==> config.mk <==
export PLATFORM = sky130hd
export DESIGN_NAME = serial_line_editor
export DESIGN_NICKNAME = d
export VERILOG_FILES = /design/src/rtl/sle_pkg.sv /design/src/rtl/sle_front.sv /design/src/rtl/sle_queue.sv /design/src/rtl/sle_back.sv /design/src/rtl/serial_line_editor.sv
export SDC_FILE = /design/constraint.sdc
export NUM_CORES = 1
export LEC_CHECK = 0
export BUFFER_PORTS_ARGS = -buffer_cell sky130_fd_sc_hd__buf_4
export CAP_MARGIN = 5
export CELL_PAD_IN_SITES_DETAIL_PLACEMENT = 1
export CELL_PAD_IN_SITES_GLOBAL_PLACEMENT = 2
export CORE_MARGIN = 2
export CORE_UTILIZATION = 45
export CTS_CLUSTER_DIAMETER = 100
export DETAILED_ROUTE_END_ITERATION = 8
export PLACE_DENSITY_LB_ADDON = 0.1
export SLEW_MARGIN = 20
export SYNTH_ARGS = -nofsm -noshare
export SYNTH_HDL_FRONTEND = slang
export SYNTH_SLANG_ARGS = --single-unit
==> constraint.sdc <==
create_clock -name clk -period 4.9 [get_ports clk]
set_clock_uncertainty 0.05 [all_clocks]
set_input_delay 0.49 -clock clk [delete_from_list [all_inputs] [get_ports clk]]
set_output_delay 0.49 -clock clk [all_outputs]
set_load 0.01 [all_outputs]
==> src/rtl/sle_pkg.sv <==
// Package: shared types, constants and command codes for the serial line editor.
`timescale 1ns / 1ps
package sle_pkg;

    // Default sizes
    localparam int BUF_DEPTH_DEF   = 32;
    localparam int QUEUE_DEPTH_DEF = 4;

    // Terminal byte codes
    localparam logic [7:0] CH_BS       = 8'h08;
    localparam logic [7:0] CH_DEL      = 8'h7f;
    localparam logic [7:0] CH_ESC      = 8'h1b;
    localparam logic [7:0] CH_LBRACKET = 8'h5b;
    localparam logic [7:0] CH_D        = 8'h44;
    localparam logic [7:0] CH_C        = 8'h43;
    localparam logic [7:0] CH_CR       = 8'h0d;
    localparam logic [7:0] CH_LF       = 8'h0a;

    // Result kinds
    localparam logic KIND_ECHO = 1'b0;
    localparam logic KIND_CMD  = 1'b1;

    // Classified operations handed from front to back
    typedef enum logic [2:0] {
        OP_CHAR,
        OP_BS,
        OP_ESC,
        OP_NL,
        OP_LEFT,
        OP_RIGHT
    } op_t;

    typedef struct packed {
        op_t        op;
        logic [7:0] data;
    } cmd_t;

    // Escape sequence tracking in the front
    typedef enum logic [1:0] {
        ESC_IDLE,
        ESC_OPEN,
        ESC_DIR
    } esc_state_t;

    // Back sequencer
    typedef enum logic [3:0] {
        B_IDLE,
        B_ECHO,
        B_LF,
        B_CMD_RD,
        B_CMD_OUT,
        B_INS,
        B_INS_PUT,
        B_DEL,
        B_LEFT,
        B_RIGHT_ESC,
        B_RIGHT_BRK,
        B_RIGHT_C
    } back_state_t;

endpackage

==> src/rtl/sle_front.sv <==
// Front end: accepts received bytes, tracks escape sequences, classifies into operations.
`timescale 1ns / 1ps
module sle_front
    import sle_pkg::*;
(
    input  logic       clk,
    input  logic       rst_n,
    input  logic       s_tvalid,
    output logic       s_tready,
    input  logic [7:0] s_tdata,    // [7:0] rx_byte
    input  logic       q_full,
    output logic       q_push,
    output cmd_t       q_cmd
);

    esc_state_t state_reg, state_next;
    logic       bracket_reg, bracket_next;
    logic       accept;

    assign s_tready = !q_full;
    assign accept   = s_tvalid && s_tready;

    // Escape phase next state
    always_comb
    begin
        state_next = state_reg;
        case (state_reg)
            ESC_IDLE:
            begin
                if (accept && s_tdata == CH_ESC)
                begin
                    state_next = ESC_OPEN;
                end
            end
            ESC_OPEN:
            begin
                if (accept)
                begin
                    state_next = ESC_DIR;
                end
            end
            ESC_DIR:
            begin
                if (accept)
                begin
                    state_next = ESC_IDLE;
                end
            end
            default:
            begin
                state_next = ESC_IDLE;
            end
        endcase
    end

    // Classification and queue push
    always_comb
    begin
        q_push       = 1'b0;
        q_cmd.op     = OP_CHAR;
        q_cmd.data   = s_tdata;
        bracket_next = bracket_reg;
        case (state_reg)
            ESC_IDLE:
            begin
                if (accept)
                begin
                    q_push = 1'b1;
                    if (s_tdata inside {CH_CR, CH_LF})
                    begin
                        q_cmd.op = OP_NL;
                    end
                    else if (s_tdata inside {CH_BS, CH_DEL})
                    begin
                        q_cmd.op = OP_BS;
                    end
                    else if (s_tdata == CH_ESC)
                    begin
                        q_cmd.op     = OP_ESC;
                        bracket_next = 1'b0;
                    end
                end
            end
            ESC_OPEN:
            begin
                if (accept)
                begin
                    bracket_next = (s_tdata == CH_LBRACKET);
                end
            end
            ESC_DIR:
            begin
                if (accept)
                begin
                    bracket_next = 1'b0;
                    if (bracket_reg && s_tdata == CH_D)
                    begin
                        q_push   = 1'b1;
                        q_cmd.op = OP_LEFT;
                    end
                    else if (bracket_reg && s_tdata == CH_C)
                    begin
                        q_push   = 1'b1;
                        q_cmd.op = OP_RIGHT;
                    end
                end
            end
            default:
            begin
                bracket_next = 1'b0;
            end
        endcase
    end

    always_ff @(posedge clk or negedge rst_n)
    begin
        if (!rst_n)
        begin
            state_reg   <= ESC_IDLE;
            bracket_reg <= 1'b0;
        end
        else
        begin
            state_reg   <= state_next;
            bracket_reg <= bracket_next;
        end
    end

endmodule

==> src/rtl/sle_queue.sv <==
// Short command queue between the front end and the back end.
`timescale 1ns / 1ps
module sle_queue
    import sle_pkg::*;
#(
    parameter int DEPTH = QUEUE_DEPTH_DEF
)
(
    input  logic clk,
    input  logic rst_n,
    input  logic push,
    input  cmd_t push_cmd,
    output logic full,
    input  logic pop,
    output logic valid,
    output cmd_t head_cmd
);

    localparam int PW = $clog2(DEPTH);
    localparam int CW = $clog2(DEPTH + 1);
    localparam logic [PW-1:0] PTR_LAST = PW'(DEPTH - 1);

    cmd_t          slot_reg [DEPTH];
    logic [PW-1:0] wr_ptr_reg, wr_ptr_next;
    logic [PW-1:0] rd_ptr_reg, rd_ptr_next;
    logic [CW-1:0] count_reg, count_next;
    logic          do_push, do_pop;

    assign full     = (count_reg == CW'(DEPTH));
    assign valid    = (count_reg != '0);
    assign head_cmd = slot_reg[rd_ptr_reg];
    assign do_push  = push && !full;
    assign do_pop   = pop && valid;

    // Pointer and fill count update
    always_comb
    begin
        wr_ptr_next = wr_ptr_reg;
        rd_ptr_next = rd_ptr_reg;
        count_next  = count_reg;
        if (do_push)
        begin
            wr_ptr_next = (wr_ptr_reg == PTR_LAST) ? '0 : wr_ptr_reg + PW'(1);
        end
        if (do_pop)
        begin
            rd_ptr_next = (rd_ptr_reg == PTR_LAST) ? '0 : rd_ptr_reg + PW'(1);
        end
        if (do_push && !do_pop)
        begin
            count_next = count_reg + CW'(1);
        end
        else if (do_pop && !do_push)
        begin
            count_next = count_reg - CW'(1);
        end
    end

    always_ff @(posedge clk or negedge rst_n)
    begin
        if (!rst_n)
        begin
            wr_ptr_reg <= '0;
            rd_ptr_reg <= '0;
            count_reg  <= '0;
        end
        else
        begin
            wr_ptr_reg <= wr_ptr_next;
            rd_ptr_reg <= rd_ptr_next;
            count_reg  <= count_next;
        end
    end

    // Storage slots
    always_ff @(posedge clk)
    begin
        if (do_push)
        begin
            slot_reg[wr_ptr_reg] <= push_cmd;
        end
    end

    // Fill count never passes the depth
    a_count_bound: assert property (@(posedge clk) disable iff (!rst_n)
        count_reg <= CW'(DEPTH))
        else $error("queue count beyond depth");

endmodule

==> src/rtl/sle_back.sv <==
// Back end: line memory, cursor and length, and result sequencing.
`timescale 1ns / 1ps
module sle_back
    import sle_pkg::*;
#(
    parameter int BUF_DEPTH = BUF_DEPTH_DEF
)
(
    input  logic       clk,
    input  logic       rst_n,
    input  logic       q_valid,
    input  cmd_t       q_cmd,
    output logic       q_pop,
    output logic       m_tvalid,
    input  logic       m_tready,
    output logic [7:0] m_tdata,    // [7:0] out_byte
    output logic [1:0] m_tuser,    // [0] out_kind, [1] command_end
    output logic       m_tlast     // last result of the request
);

    localparam int AW = $clog2(BUF_DEPTH);
    localparam logic [AW-1:0] LEN_MAX = AW'(BUF_DEPTH - 1);

    back_state_t   state_reg, state_next;
    op_t           op_reg, op_next;
    logic [7:0]    byte_reg, byte_next;
    logic [AW-1:0] len_reg, len_next;
    logic [AW-1:0] cursor_reg, cursor_next;
    logic [AW-1:0] idx_reg, idx_next;
    logic [AW:0]   idx_inc;
    logic          cmd_final;

    // Line memory and its pipelined move write-back
    logic [7:0]    mem [BUF_DEPTH];
    logic [7:0]    rd_data_reg;
    logic          rd_en;
    logic [AW-1:0] rd_addr;
    logic          wb_valid_reg, wb_valid_next;
    logic [AW-1:0] wb_addr_reg, wb_addr_next;
    logic          wr_en;
    logic [AW-1:0] wr_addr;
    logic [7:0]    wr_data;
    logic          put;

    // Output register
    logic          out_valid_reg, out_valid_next;
    logic          out_kind_reg;
    logic [7:0]    out_byte_reg;
    logic          out_end_reg;
    logic          out_last_reg;
    logic          slot_free;
    logic          emit;
    logic          emit_kind;
    logic [7:0]    emit_byte;
    logic          emit_end;
    logic          emit_last;

    assign slot_free = !out_valid_reg || m_tready;
    assign idx_inc   = {1'b0, idx_reg} + (AW + 1)'(1);
    assign cmd_final = (idx_inc == {1'b0, len_reg});

    assign m_tvalid  = out_valid_reg;
    assign m_tdata   = out_byte_reg;
    assign m_tuser   = {out_end_reg, out_kind_reg};
    assign m_tlast   = out_last_reg;

    // Sequencer next state
    always_comb
    begin
        state_next = state_reg;
        case (state_reg)
            B_IDLE:
            begin
                if (q_valid)
                begin
                    case (q_cmd.op)
                        OP_LEFT:  state_next = (cursor_reg != '0) ? B_LEFT : B_IDLE;
                        OP_RIGHT: state_next = (cursor_reg < len_reg) ? B_RIGHT_ESC : B_IDLE;
                        default:  state_next = B_ECHO;
                    endcase
                end
            end
            B_ECHO:
            begin
                if (slot_free)
                begin
                    case (op_reg)
                        OP_NL:   state_next = B_LF;
                        OP_CHAR: state_next = (len_reg < LEN_MAX) ? B_INS : B_IDLE;
                        OP_BS:   state_next = (cursor_reg != '0) ? B_DEL : B_IDLE;
                        default: state_next = B_IDLE;
                    endcase
                end
            end
            B_LF:
            begin
                if (slot_free)
                begin
                    state_next = (len_reg == '0) ? B_IDLE : B_CMD_RD;
                end
            end
            B_CMD_RD:
            begin
                state_next = B_CMD_OUT;
            end
            B_CMD_OUT:
            begin
                if (slot_free && cmd_final)
                begin
                    state_next = B_IDLE;
                end
            end
            B_INS:
            begin
                if (idx_reg == cursor_reg)
                begin
                    state_next = B_INS_PUT;
                end
            end
            B_INS_PUT:
            begin
                state_next = B_IDLE;
            end
            B_DEL:
            begin
                if (idx_inc >= {1'b0, len_reg})
                begin
                    state_next = B_IDLE;
                end
            end
            B_LEFT:
            begin
                if (slot_free)
                begin
                    state_next = B_IDLE;
                end
            end
            B_RIGHT_ESC:
            begin
                if (slot_free)
                begin
                    state_next = B_RIGHT_BRK;
                end
            end
            B_RIGHT_BRK:
            begin
                if (slot_free)
                begin
                    state_next = B_RIGHT_C;
                end
            end
            B_RIGHT_C:
            begin
                if (slot_free)
                begin
                    state_next = B_IDLE;
                end
            end
            default:
            begin
                state_next = B_IDLE;
            end
        endcase
    end

    // Sequencer outputs, buffer moves and emitted results
    always_comb
    begin
        q_pop         = 1'b0;
        op_next       = op_reg;
        byte_next     = byte_reg;
        len_next      = len_reg;
        cursor_next   = cursor_reg;
        idx_next      = idx_reg;
        rd_en         = 1'b0;
        rd_addr       = idx_reg;
        wb_valid_next = 1'b0;
        wb_addr_next  = wb_addr_reg;
        put           = 1'b0;
        emit          = 1'b0;
        emit_kind     = KIND_ECHO;
        emit_byte     = byte_reg;
        emit_end      = 1'b0;
        emit_last     = 1'b1;
        case (state_reg)
            B_IDLE:
            begin
                if (q_valid)
                begin
                    q_pop     = 1'b1;
                    op_next   = q_cmd.op;
                    byte_next = q_cmd.data;
                end
            end
            B_ECHO:
            begin
                if (slot_free)
                begin
                    emit      = 1'b1;
                    emit_last = (op_reg != OP_NL);
                    idx_next  = (op_reg == OP_BS) ? cursor_reg - AW'(1) : len_reg;
                end
            end
            B_LF:
            begin
                if (slot_free)
                begin
                    emit      = 1'b1;
                    emit_byte = CH_LF;
                    emit_last = (len_reg == '0);
                    idx_next  = '0;
                end
            end
            B_CMD_RD:
            begin
                rd_en   = 1'b1;
                rd_addr = idx_reg;
            end
            B_CMD_OUT:
            begin
                if (slot_free)
                begin
                    emit      = 1'b1;
                    emit_kind = KIND_CMD;
                    emit_byte = rd_data_reg;
                    emit_end  = cmd_final;
                    emit_last = cmd_final;
                    if (cmd_final)
                    begin
                        len_next    = '0;
                        cursor_next = '0;
                    end
                    else
                    begin
                        rd_en    = 1'b1;
                        rd_addr  = idx_inc[AW-1:0];
                        idx_next = idx_inc[AW-1:0];
                    end
                end
            end
            B_INS:
            begin
                // shift one entry up per cycle, from the end down to the cursor
                if (idx_reg != cursor_reg)
                begin
                    rd_en         = 1'b1;
                    rd_addr       = idx_reg - AW'(1);
                    wb_valid_next = 1'b1;
                    wb_addr_next  = idx_reg;
                    idx_next      = idx_reg - AW'(1);
                end
            end
            B_INS_PUT:
            begin
                put         = 1'b1;
                len_next    = len_reg + AW'(1);
                cursor_next = cursor_reg + AW'(1);
            end
            B_DEL:
            begin
                // shift one entry down per cycle, from the cursor to the end
                if (idx_inc < {1'b0, len_reg})
                begin
                    rd_en         = 1'b1;
                    rd_addr       = idx_inc[AW-1:0];
                    wb_valid_next = 1'b1;
                    wb_addr_next  = idx_reg;
                    idx_next      = idx_inc[AW-1:0];
                end
                else
                begin
                    len_next    = len_reg - AW'(1);
                    cursor_next = cursor_reg - AW'(1);
                end
            end
            B_LEFT:
            begin
                if (slot_free)
                begin
                    emit        = 1'b1;
                    emit_byte   = CH_BS;
                    cursor_next = cursor_reg - AW'(1);
                end
            end
            B_RIGHT_ESC:
            begin
                if (slot_free)
                begin
                    emit      = 1'b1;
                    emit_byte = CH_ESC;
                    emit_last = 1'b0;
                end
            end
            B_RIGHT_BRK:
            begin
                if (slot_free)
                begin
                    emit      = 1'b1;
                    emit_byte = CH_LBRACKET;
                    emit_last = 1'b0;
                end
            end
            B_RIGHT_C:
            begin
                if (slot_free)
                begin
                    emit        = 1'b1;
                    emit_byte   = CH_C;
                    cursor_next = cursor_reg + AW'(1);
                end
            end
            default:
            begin
                q_pop = 1'b0;
            end
        endcase
    end

    // Memory write port: move write-back or the inserted character
    assign wr_en   = wb_valid_reg || put;
    assign wr_addr = put ? cursor_reg : wb_addr_reg;
    assign wr_data = put ? byte_reg : rd_data_reg;

    assign out_valid_next = emit ? 1'b1 : (m_tready ? 1'b0 : out_valid_reg);

    always_ff @(posedge clk or negedge rst_n)
    begin
        if (!rst_n)
        begin
            state_reg     <= B_IDLE;
            len_reg       <= '0;
            cursor_reg    <= '0;
            wb_valid_reg  <= 1'b0;
            out_valid_reg <= 1'b0;
        end
        else
        begin
            state_reg     <= state_next;
            len_reg       <= len_next;
            cursor_reg    <= cursor_next;
            wb_valid_reg  <= wb_valid_next;
            out_valid_reg <= out_valid_next;
        end
    end

    // Payload and working registers
    always_ff @(posedge clk)
    begin
        op_reg      <= op_next;
        byte_reg    <= byte_next;
        idx_reg     <= idx_next;
        wb_addr_reg <= wb_addr_next;
        if (emit)
        begin
            out_kind_reg <= emit_kind;
            out_byte_reg <= emit_byte;
            out_end_reg  <= emit_end;
            out_last_reg <= emit_last;
        end
    end

    // Line memory
    always_ff @(posedge clk)
    begin
        if (wr_en)
        begin
            mem[wr_addr] <= wr_data;
        end
        if (rd_en)
        begin
            rd_data_reg <= mem[rd_addr];
        end
    end

    a_cursor_in_line: assert property (@(posedge clk) disable iff (!rst_n)
        cursor_reg <= len_reg)
        else $error("cursor past end of line");

    a_len_bound: assert property (@(posedge clk) disable iff (!rst_n)
        len_reg <= LEN_MAX)
        else $error("line length beyond capacity");

    a_end_is_last: assert property (@(posedge clk) disable iff (!rst_n)
        (out_valid_reg && out_end_reg) |-> (out_last_reg && out_kind_reg == KIND_CMD))
        else $error("command end not on last command result");

    a_wb_from_move: assert property (@(posedge clk) disable iff (!rst_n)
        wb_valid_reg |-> ($past(state_reg) == B_INS || $past(state_reg) == B_DEL))
        else $error("write-back outside a buffer move");

endmodule

==> src/rtl/serial_line_editor.sv <==
// Top level of the serial line editor: front end, command queue and back end.
//
//  channel   dir  tdata             tuser                       tlast
//  s_*       in   [7:0] rx_byte     -                           -
//  m_*       out  [7:0] out_byte    [0] out_kind, [1] cmd_end   last result of request
//
// A request may echo only; an insert or delete also moves the line memory entries
// between the cursor and the end, one entry per cycle, and a line end reads out every
// entry; the line memory has separate read and write ports for these walks.
// Reset clears length, cursor, escape state, queue and output register at once; the
// line memory is not cleared.
// The front keeps taking requests while the queue has room; the back waits on m_tready.
`timescale 1ns / 1ps
module serial_line_editor
    import sle_pkg::*;
#(
    parameter int BUF_DEPTH   = BUF_DEPTH_DEF,
    parameter int QUEUE_DEPTH = QUEUE_DEPTH_DEF
)
(
    input  logic       clk,
    input  logic       rst_n,
    input  logic       s_tvalid,
    output logic       s_tready,
    input  logic [7:0] s_tdata,    // [7:0] rx_byte
    output logic       m_tvalid,
    input  logic       m_tready,
    output logic [7:0] m_tdata,    // [7:0] out_byte
    output logic [1:0] m_tuser,    // [0] out_kind, [1] command_end
    output logic       m_tlast     // last result of the request
);

    logic q_push;
    cmd_t q_push_cmd;
    logic q_full;
    logic q_pop;
    logic q_valid;
    cmd_t q_head_cmd;

    sle_front u_front (
        .clk      (clk),
        .rst_n    (rst_n),
        .s_tvalid (s_tvalid),
        .s_tready (s_tready),
        .s_tdata  (s_tdata),
        .q_full   (q_full),
        .q_push   (q_push),
        .q_cmd    (q_push_cmd)
    );

    sle_queue #(
        .DEPTH (QUEUE_DEPTH)
    ) u_queue (
        .clk      (clk),
        .rst_n    (rst_n),
        .push     (q_push),
        .push_cmd (q_push_cmd),
        .full     (q_full),
        .pop      (q_pop),
        .valid    (q_valid),
        .head_cmd (q_head_cmd)
    );

    sle_back #(
        .BUF_DEPTH (BUF_DEPTH)
    ) u_back (
        .clk      (clk),
        .rst_n    (rst_n),
        .q_valid  (q_valid),
        .q_cmd    (q_head_cmd),
        .q_pop    (q_pop),
        .m_tvalid (m_tvalid),
        .m_tready (m_tready),
        .m_tdata  (m_tdata),
        .m_tuser  (m_tuser),
        .m_tlast  (m_tlast)
    );

endmodule

Word-level counts from Yosys, hierarchy flattened
Memories as Yosys holds them, arrays and structs flattened. A register that Yosys moved wholly into a read port is not among the register bits. Cells that the tools add are included.

Add/subtract/negate cells: 10. Order comparisons: 4. Eq/ne operators: 55. Mux-type cells: 96. Reduce and logical (&&, ||, !) cells: 41.

Operators with widths (number): $mux W5 (16); $mux W8 (7); $pmux W5 S5 (2); $pmux W8 S6 (1); $mux W4 (11); $pmux W4 S10 (1); $ne A2 B1 Y1 const B (19); $eq A8 B7 Y1 const B (4); $mux W3 (10); $pmux W5 S3 (2); $mux W1 (29); $eq A8 B4 Y1 const B (3); $eq A4 B3 Y1 const B (4); $eq A4 B4 Y1 const B (4); $reduce_bool A5 Y1 (3); $sub A5 B1 Y5 const B (3); $mux W2 (7); $pmux W4 S3 (1); $reduce_and A6 Y1 (2); $add A5 B1 Y5 const B (2); $pmux W5 S2 (1); $reduce_bool A2 Y1 (5); $eq A3 B3 Y1 const B (3); $logic_and A1 B1 Y1 (9); 39 further kinds (57).

Register bits: 58. Memory bits (writable): 300. Input bits: 12. Output and inout bits: 13. Logic and storage cells: 226. Memories kept: 2.

Memory list: u_back.mem (depth 32, width 8, rd ports 1, clocked after Yosys merged registers in 1, write ports 1, line sle_back.sv:34) `logic [7:0] mem [BUF_DEPTH];`; u_queue.slot_reg (depth 4, width 11, rd ports 1, clocked after Yosys merged registers in 0, write ports 1, line sle_queue.sv:23) `cmd_t slot_reg [DEPTH];`.

Logic depth before layout (Yosys ltp)
Gate-level depths: netlist of run 1.

Depth in word-level cells: 11. Depth in mapped cells: 18. Gate-level depth less buffers: 14.

Cells and area by module
A second synthesis of run 1 with hierarchy kept.

Cell total of the unflattened synthesis: 1373. Area, all modules: 17319.1 um^2.

By module, submodules not included: sle_back (times used 1, cells an instance 1227, area each 14880.5 um^2, sequential area each 9288.9 um^2); sle_queue (times used 1, cells an instance 94, area each 2067.0 um^2, sequential area each 1496.4 um^2); sle_front (times used 1, cells an instance 52, area each 371.6 um^2, sequential area each 75.1 um^2).

Worst setup path before layout of run 1
OpenSTA, ideal clock, no wires.

Path kind: reg-to-reg. Start: reg u_back.idx_reg[0]. End: reg u_back.rd_data_reg[0], read port of u_back.mem, data pin. Library setup time: 170 ps. Arrival: 3750 ps. Required time: 4680 ps. Path slack: 931 ps. Cell stages (with the launch flop): 17. Path buffers: 2. Period minus slack after synthesis: 3969 ps. Cells stage by stage: edfxtp_1 buf_2 nand3_1 and2_1 or2_2 ha_1 a21o_1 a21oi_1 a31oi_1 or2_4 or4_4 and2_4 buf_6 mux2i_1 o211a_1 a221o_1 nor4_2.

Longest elaborated chain between the ends: 5. Elaborated cells between the ends (all ways): 15. Those cells by class: add/sub (2); order compare (1); eq/ne (2); mux (10).

Ends and longest elaborated chain: start: declaration (line sle_back.sv:29) `logic [AW-1:0] idx_reg, idx_next;`; start signal: assignment (line sle_back.sv:351) `idx_reg <= idx_next;`; branches (longest 5 deep; another with $add A5 B1 Y6); end: declaration (line sle_back.sv:35) `logic [7:0] rd_data_reg;`.

Parallel ways; which one is timed is not known. A chain may end at the register's enable or synchronous reset.

Worst setup path in the final report of run 1
Start: reg u_back.idx_reg[0]. End: reg u_back.rd_data_reg[5], read port of u_back.mem, data pin.

Same word-level chain as after synthesis.

==> results.json, run 1 <==
{
  "startpoint": "u_back.idx_reg[0]$_DFFE_PP_",
  "yosysUniqueCellTypes": 76,
  "wl_per_cell_um": 25.66,
  "ys_async_sr_fraction_pct": 7.104,
  "worst-r2r-cell-count": 14,
  "synth_edf_count": 340,
  "fin_setup_tns_ns": 0,
  "reg2reg_from": "u_back.idx_reg[0]$_DFFE_PP_",
  "clockRootBuffer": "clkbuf_16",
  "fin_ws_ns": 0.1904,
  "drc_errors": 0,
  "cts_setup_buffers": 0,
  "synth_top_cell_by_area": "edfxtp_1",
  "period_needed_ns": 4.710,
  "relSlewSlack_pct": 29.72,
  "cts_buffer_depth": 3,
  "dp_cells": 1704,
  "avgSynthCellArea_um2": 13.11,
  "diodes": 0,
  "gp_congestion": 0.8590,
  "tightestPinTransition_ns": 1.045,
  "worstPathMaxFanout": 15,
  "port_buffers": 24,
  "r2r_slack_ns": 0.19,
  "grt_pass1_wl_um": 70240,
  "min_period_over_period_pct": 96.11,
  "combPwrFrac_pct": 41.9,
  "largest_reg_flops": 256,
  "crit_arrival_ns": 5.09,
  "die_x_um": 194.3,
  "crit_required_ns": 5.28,
  "coreArea_um2": 35660,
  "ios": 25,
  "drt_iter0_markers": 789,
  "setup_viol": 0,
  "total_leakage_power_uw": 0.006406,
  "rows": 69,
  "clock.fmax_ghz": 0.2123,
  "rsz0062_at_grt": "false",
  "synth.net_count": 1279,
  "numCtsBuffers": 41,
  "cts.sinks": 366,
  "die_area_um2": 37760,
  "grt_pass1_vias": 11010,
  "max-cap-violations": 0,
  "num_vias": 10720,
  "pwr-share-seq_pct": 34.9,
  "p_switching_uw": 5113,
  "yosys-top-cells-count": "edfxtp_1 (340), nand2_1 (181), a21oi_1 (89)",
  "antenna_left": 0,
  "insertion_delay_ns": 0.55,
  "yosysMostFrequentCell": "edfxtp_1",
  "hold_viol": 0,
  "synth_top_area_share_pct": 62.63,
  "area_delta_synth_final_pct": 13.06,
  "ys_warn_count": 0,
  "outcome": "finished clean",
  "ir_drop_v": 0.0004319,
  "critPathLaunchType": "register",
  "synth_area_um2": 16300,
  "die_y_um": 194.3,
  "fin_nets": 1323,
  "synthFlopType": "edfxtp_1",
  "first_pass_iters": 5,
  "sw_frac_of_total_pct": 39.63,
  "cts_tree": "yes",
  "grt_max_degree": 79,
  "end_kind": "register",
  "overflow": 0,
  "crit_end": "u_back.rd_data_reg[5]$_DFFE_PP_",
  "h-tree-depth": 2,
  "hp-class": "in2reg",
  "final_cells": 1779,
  "layout-drive-gt1-share_pct": 14.49,
  "clock_power_share_pct": 23.2,
  "initial_core_util_pct": 45.72,
  "place_ws_ns": 0.2145,
  "ys_ff_latch": 366,
  "grtUsageTotal_pct": 24.69,
  "r2r_end": "u_back.rd_data_reg[5]$_DFFE_PP_",
  "yosysSeqAreaShare_pct": 66.63,
  "power.density_nw_per_um2": 699.9,
  "dp_hpwl_um": 30040,
  "p_int_uw": 7787,
  "grt_antenna_before_repair": 0,
  "drv_slew": 0,
  "syn_inst": 1243,
  "via_per_inst": 6.026,
  "cts.clk_slew.worst_paths_ns": 0.06,
  "power_uw": 12900,
  "crit_type": "reg2reg",
  "synth_area_leaders": "edfxtp_1 (63%), nand2_1 (4.2%), dfrtp_1 (4.0%), a21oi_1 (2.7%), nor2_1 (2.0%)",
  "routed_wirelength_um": 45640
}
per-stage QoR:
| stage | hold slack, ns | util (%) | instance area, um2 |
|---|---|---|---|
| after floorplan | 0.1444 | - | 16300 |
| after global placement | 0.3961 | 48.03 | 17120 |
| after detailed placement | 0.4041 | 48.03 | 17120 |
| after CTS | 0.09726 | 51.68 | 18430 |
| after global routing | 0.1099 | 51.69 | 18430 |
| final | 0.1200 | 51.69 | 18430 |
cells by family after synthesis:
kind of cell | Yosys count | share of synthesized area [%]
AO/OA/AOI/OAI | 286 | 11.94
XOR/XNOR | 19 | 1.021
adder cells (fa/ha/maj) | 24 | 1.934
buffers and inverters | 88 | 2.571
flip-flops | 366 | 66.63
multiplexers | 37 | 3.439
AND/OR/NAND/NOR | 423 | 12.47
power groups by stage:
stage / registers [uW] / clock network (uW) / logic [uW]
floorplan: 4390 / 0 / 3490
global placement: 4560 / 0 / 5290
detailed placement: 4570 / 0 / 5380
CTS: 4500 / 3050 / 5410
global route: 4540 / 3150 / 5890
finish: 4500 / 2990 / 5410
critical path, stage by stage, from the launching register on:
cell and delay, ns:
edfxtp_1 0.57, nand3_1 0.15, and2_1 0.19, or2_2 0.29, ha_1 0.29, a21o_1 0.16, a21oi_1 0.26, a31oi_1 0.19
or2_4 0.31, or4_4 0.54, nand2_2 0.36, nand2b_1 0.33, nor4b_1 0.68, nor3_1 0.13, nand2_1 0.08
area by class of cell:
cell class | instances | area [um2]
repair buffers | 72 | 568.0
clock buffers | 55 | 1109
inverters | 17 | 63.81
flip-flops and latches | 366 | 10860
well taps | 461 | 576.8
multi-input cells | 789 | 5067
clock inverters | 19 | 185.2
fillers | 3556 | 17230
worst min path at each step:
stage          startpoint                               end  slack, ns  cells after the start
2_1_floorplan       rst_n  u_back.cursor_reg[0]$_DFFE_PN0P_       0.14                      0
3_3_place_gp        rst_n  u_front.state_reg[1]$_DFFE_PN0P_       0.40                      1
3_5_place_dp        rst_n  u_front.state_reg[1]$_DFFE_PN0P_       0.40                      1
4_1_cts        s_tdata[3]  u_queue.slot_reg[1][3]$_DFFE_PP_        0.1                      1
5_1_grt        s_tdata[3]  u_queue.slot_reg[0][3]$_DFFE_PP_       0.11                      1
6_report       s_tdata[6]  u_queue.slot_reg[2][6]$_DFFE_PP_       0.12                      1
layer usage:
metal  wire [um]  track usage, %  vias to the layer above
li1            -               -                     4842
met1       21140           36.07                     5521
met5           0               0                        -
met4         967           6.040                        0
met3        2671           4.459                       61
met2       20860           38.48                      296
what timing repair did:
| action | in CTS | in global routing |
|---|---|---|
| setup endpoints to repair | 0 | 7 |
| hold buffers | 1 | 0 |
| gates resized for setup | 0 | 1 |
| hold endpoints to repair | 26 | 0 |
cell usage in the layout, fill, tap and decap left out, types with 8 or more instances in the layout:
cell / n
nand2_1: 181
o21ai_0: 38
a22oi_1: 9
o31ai_1: 8
a221oi_1: 23
dfrtp_1: 26
mux2_2: 12
nor2_1: 83
mux2i_1: 11
a221o_1: 10
nand3_1: 36
clkbuf_1: 11
a311oi_1: 16
nand2b_1: 13
edfxtp_1: 340
a211oi_1: 10
mux4_2: 14
inv_1: 17
buf_4: 69
and3_1: 23
ha_1: 22
nor3_1: 17
a21oi_1: 89
clkbuf_16: 41
xnor2_1: 12
a31oi_1: 17
a22o_1: 12
and2_1: 12
(Power assumes the default switching activity.)
==> run 2, diff against run 1 <==
--- a/config.mk
+++ b/config.mk
@@ -8,9 +8,10 @@
 export BUFFER_PORTS_ARGS = -buffer_cell sky130_fd_sc_hd__buf_4
 export CAP_MARGIN = 5
 export CELL_PAD_IN_SITES_DETAIL_PLACEMENT = 1
-export CELL_PAD_IN_SITES_GLOBAL_PLACEMENT = 2
+export CELL_PAD_IN_SITES_GLOBAL_PLACEMENT = 1
+export CORE_ASPECT_RATIO = 0.6
 export CORE_MARGIN = 2
-export CORE_UTILIZATION = 45
+export CORE_UTILIZATION = 50
 export CTS_CLUSTER_DIAMETER = 100
 export DETAILED_ROUTE_END_ITERATION = 8
 export PLACE_DENSITY_LB_ADDON = 0.1
==> run 2 against run 1 <==
  * Worst setup slack better by 0.14 ns
  * Combinational power up 5.5%
  * Worst hold slack better by 0.016 ns
  * Sequential power about the same
  * Critical path depth down 1
  * Routed wire length up 4.7%
  * Power up 0.29%
  * Clock power down 9.0%
  * Global-route usage up 3.9 points
  * Via count up 4.7%
  * Die area down 9.7%
  * Critical path type unchanged
==> results.json, run 2 (synthesis gave the netlist of run 1 again) <==
{
  "grtUsageTotal_pct": 28.59,
  "cts_setup_buffers": 0,
  "p_switching_uw": 5243,
  "pwr-share-seq_pct": 34.8,
  "crit_arrival_ns": 4.77,
  "ir_drop_v": 0.0002998,
  "dp_hpwl_um": 32720,
  "coreArea_um2": 32290,
  "rsz0062_at_grt": "false",
  "clock_power_share_pct": 21.0,
  "worst-r2r-cell-count": 13,
  "hold_ws_ns": 0.1362,
  "die_x_um": 237.1,
  "crit_required_ns": 5.10,
  "largest_reg_flops": 256,
  "crit_type": "reg2reg",
  "min_period_over_period_pct": 93.22,
  "grt_antenna_before_repair": 0,
  "mostFrequentLayoutCell": "edfxtp_1",
  "cts_tree": "yes",
  "setup_viol": 0,
  "rows": 51,
  "critPathLaunchType": "register",
  "cts.clk_slew.worst_paths_ns": 0.06,
  "port_buffers": 24,
  "die_area_um2": 34110,
  "hold_viol": 0,
  "drv_slew": 0,
  "outcome": "finished clean",
  "grt_pass1_vias": 11150,
  "cpMaxStageDelayCell": "a211oi_1",
  "sw_frac_of_total_pct": 40.53,
  "h-tree-depth": 2,
  "initial_core_util_pct": 50.48,
  "layout-drive-gt1-share_pct": 16.36,
  "grt_pass1_wl_um": 71680,
  "routed_wirelength_um": 47810,
  "gp_congestion": 0.9517,
  "relSlewSlack_pct": 28.09,
  "cts_buffer_depth": 3,
  "crit_chain": "nand3_1, and2_1, or2_2, ha_1, and3_1, o21ai_1, a31oi_1, or2_4, or4_4, nand2_2, nand2b_1, a211oi_1, nor4_2",
  "combPwrFrac_pct": 44.2,
  "p_int_uw": 7693,
  "numCtsBuffers": 35,
  "hold_depth": 1,
  "grt_max_degree": 79,
  "hp-class": "in2reg",
  "period_needed_ns": 4.568,
  "diodes": 0,
  "tightestPinTransition_ns": 1.073,
  "via_per_inst": 6.345,
  "place_area_um2": 17430,
  "drt_iter0_markers": 1368,
  "end_kind": "register",
  "die_y_um": 143.9,
  "overflow": 0,
  "clock.fmax_ghz": 0.2189,
  "area_delta_synth_final_pct": 13.76,
  "max_stage_delay_ns": 0.73,
  "wl_per_cell_um": 27.02,
  "insertion_delay_ns": 0.54,
  "worstPathMaxFanout": 9,
  "antenna_left": 0,
  "layout.cells.most_common_list": "edfxtp_1 (340), nand2_1 (181), buf_4 (109)",
  "drc_errors": 0,
  "fin_nets": 1360,
  "fin_setup_tns_ns": 0,
  "postLayoutCellArea_um2": 18540,
  "num_vias": 11220,
  "first_pass_iters": 5,
  "ios": 25,
  "power.density_nw_per_um2": 697.7,
  "total_leakage_power_uw": 0.006548,
  "max-cap-violations": 0,
  "utilization_pct": 57.43,
  "clockRootBuffer": "clkbuf_16",
  "cts.sinks": 366
}
==> run 2: worst max-delay path: cells and delay by family (launching register included) <==
| kind | cells | cell delay [ns] |
|---|---|---|
| adder cells (fa/ha/maj) | 1 | 0.30 |
| AO/OA/AOI/OAI | 3 | 1.13 |
| flip-flops | 1 | 0.52 |
| AND/OR/NAND/NOR | 9 | 2.29 |
==> run 2: path summary, 6_finish.rpt <==
path / from / endpoint / slack [ns]
worst min-delay path: s_tdata[7] / u_queue.slot_reg[3][7]$_DFFE_PP_ / 0.14
worst min register to register: u_queue.count_reg[2]$_DFFE_PN0P_ / u_queue.count_reg[2]$_DFFE_PN0P_ / 0.46
min in group asynchronous: rst_n / u_front.state_reg[1]$_DFFE_PN0P_ / 0.39
worst max register to register: u_back.idx_reg[1]$_DFFE_PP_ / u_back.rd_data_reg[1]$_DFFE_PP_ / 0.33
max in group asynchronous: rst_n / u_back.len_reg[2]$_DFFE_PN0P_ / 4.08
worst max-delay path: u_back.idx_reg[1]$_DFFE_PP_ / u_back.rd_data_reg[1]$_DFFE_PP_ / 0.33
==> run 2: what timing repair did <==
action,CTS,global route
endpoints found under the hold margin,26,0
endpoints found under the setup margin,0,0
hold buffers,1,0
resized for setup,0,0
==> run 2: area by class of cell <==
cell class / count / area [um2]
Clock buffer: 43 / 948.4
Clock inverter: 15 / 152.6
Sequential cell: 366 / 10860
Tap cell: 424 / 530.5
Timing Repair Buffer: 115 / 928.4
Fill cell: 3143 / 13750
Inverter: 17 / 63.81
Multi-Input combinational cell: 789 / 5059
==> run 2: power by group through the flow <==
stage / sequential [uW] / combinational [uW] / clock (uW)
floorplan: 4390 / 3490 / 0
global placement: 4550 / 5450 / 0
detailed placement: 4570 / 5590 / 0
CTS: 4500 / 5610 / 2750
global route: 4540 / 6130 / 2860
finish: 4500 / 5710 / 2720
==> run 2: metrics by stage <==
step,instances,setup slack (ns),power (uW)
3_5_place_dp,1710,0.3982,10150
2_1_floorplan,1243,0.9307,7878
6_report,1769,0.3323,12940
4_1_cts,1769,0.3854,12860
3_3_place_gp,1710,0.4792,10000
5_1_grt,1769,0.1653,13530
==> run 2: per-layer routing <==
metal	GRT usage (%)	vias to the layer above	share of wire (%)
met1	43.00	5802	47
met2	40.31	449	41
met4	6.091	0	1.5
met3	9.374	57	9.9
li1	-	4916	-
met5	0	-	0
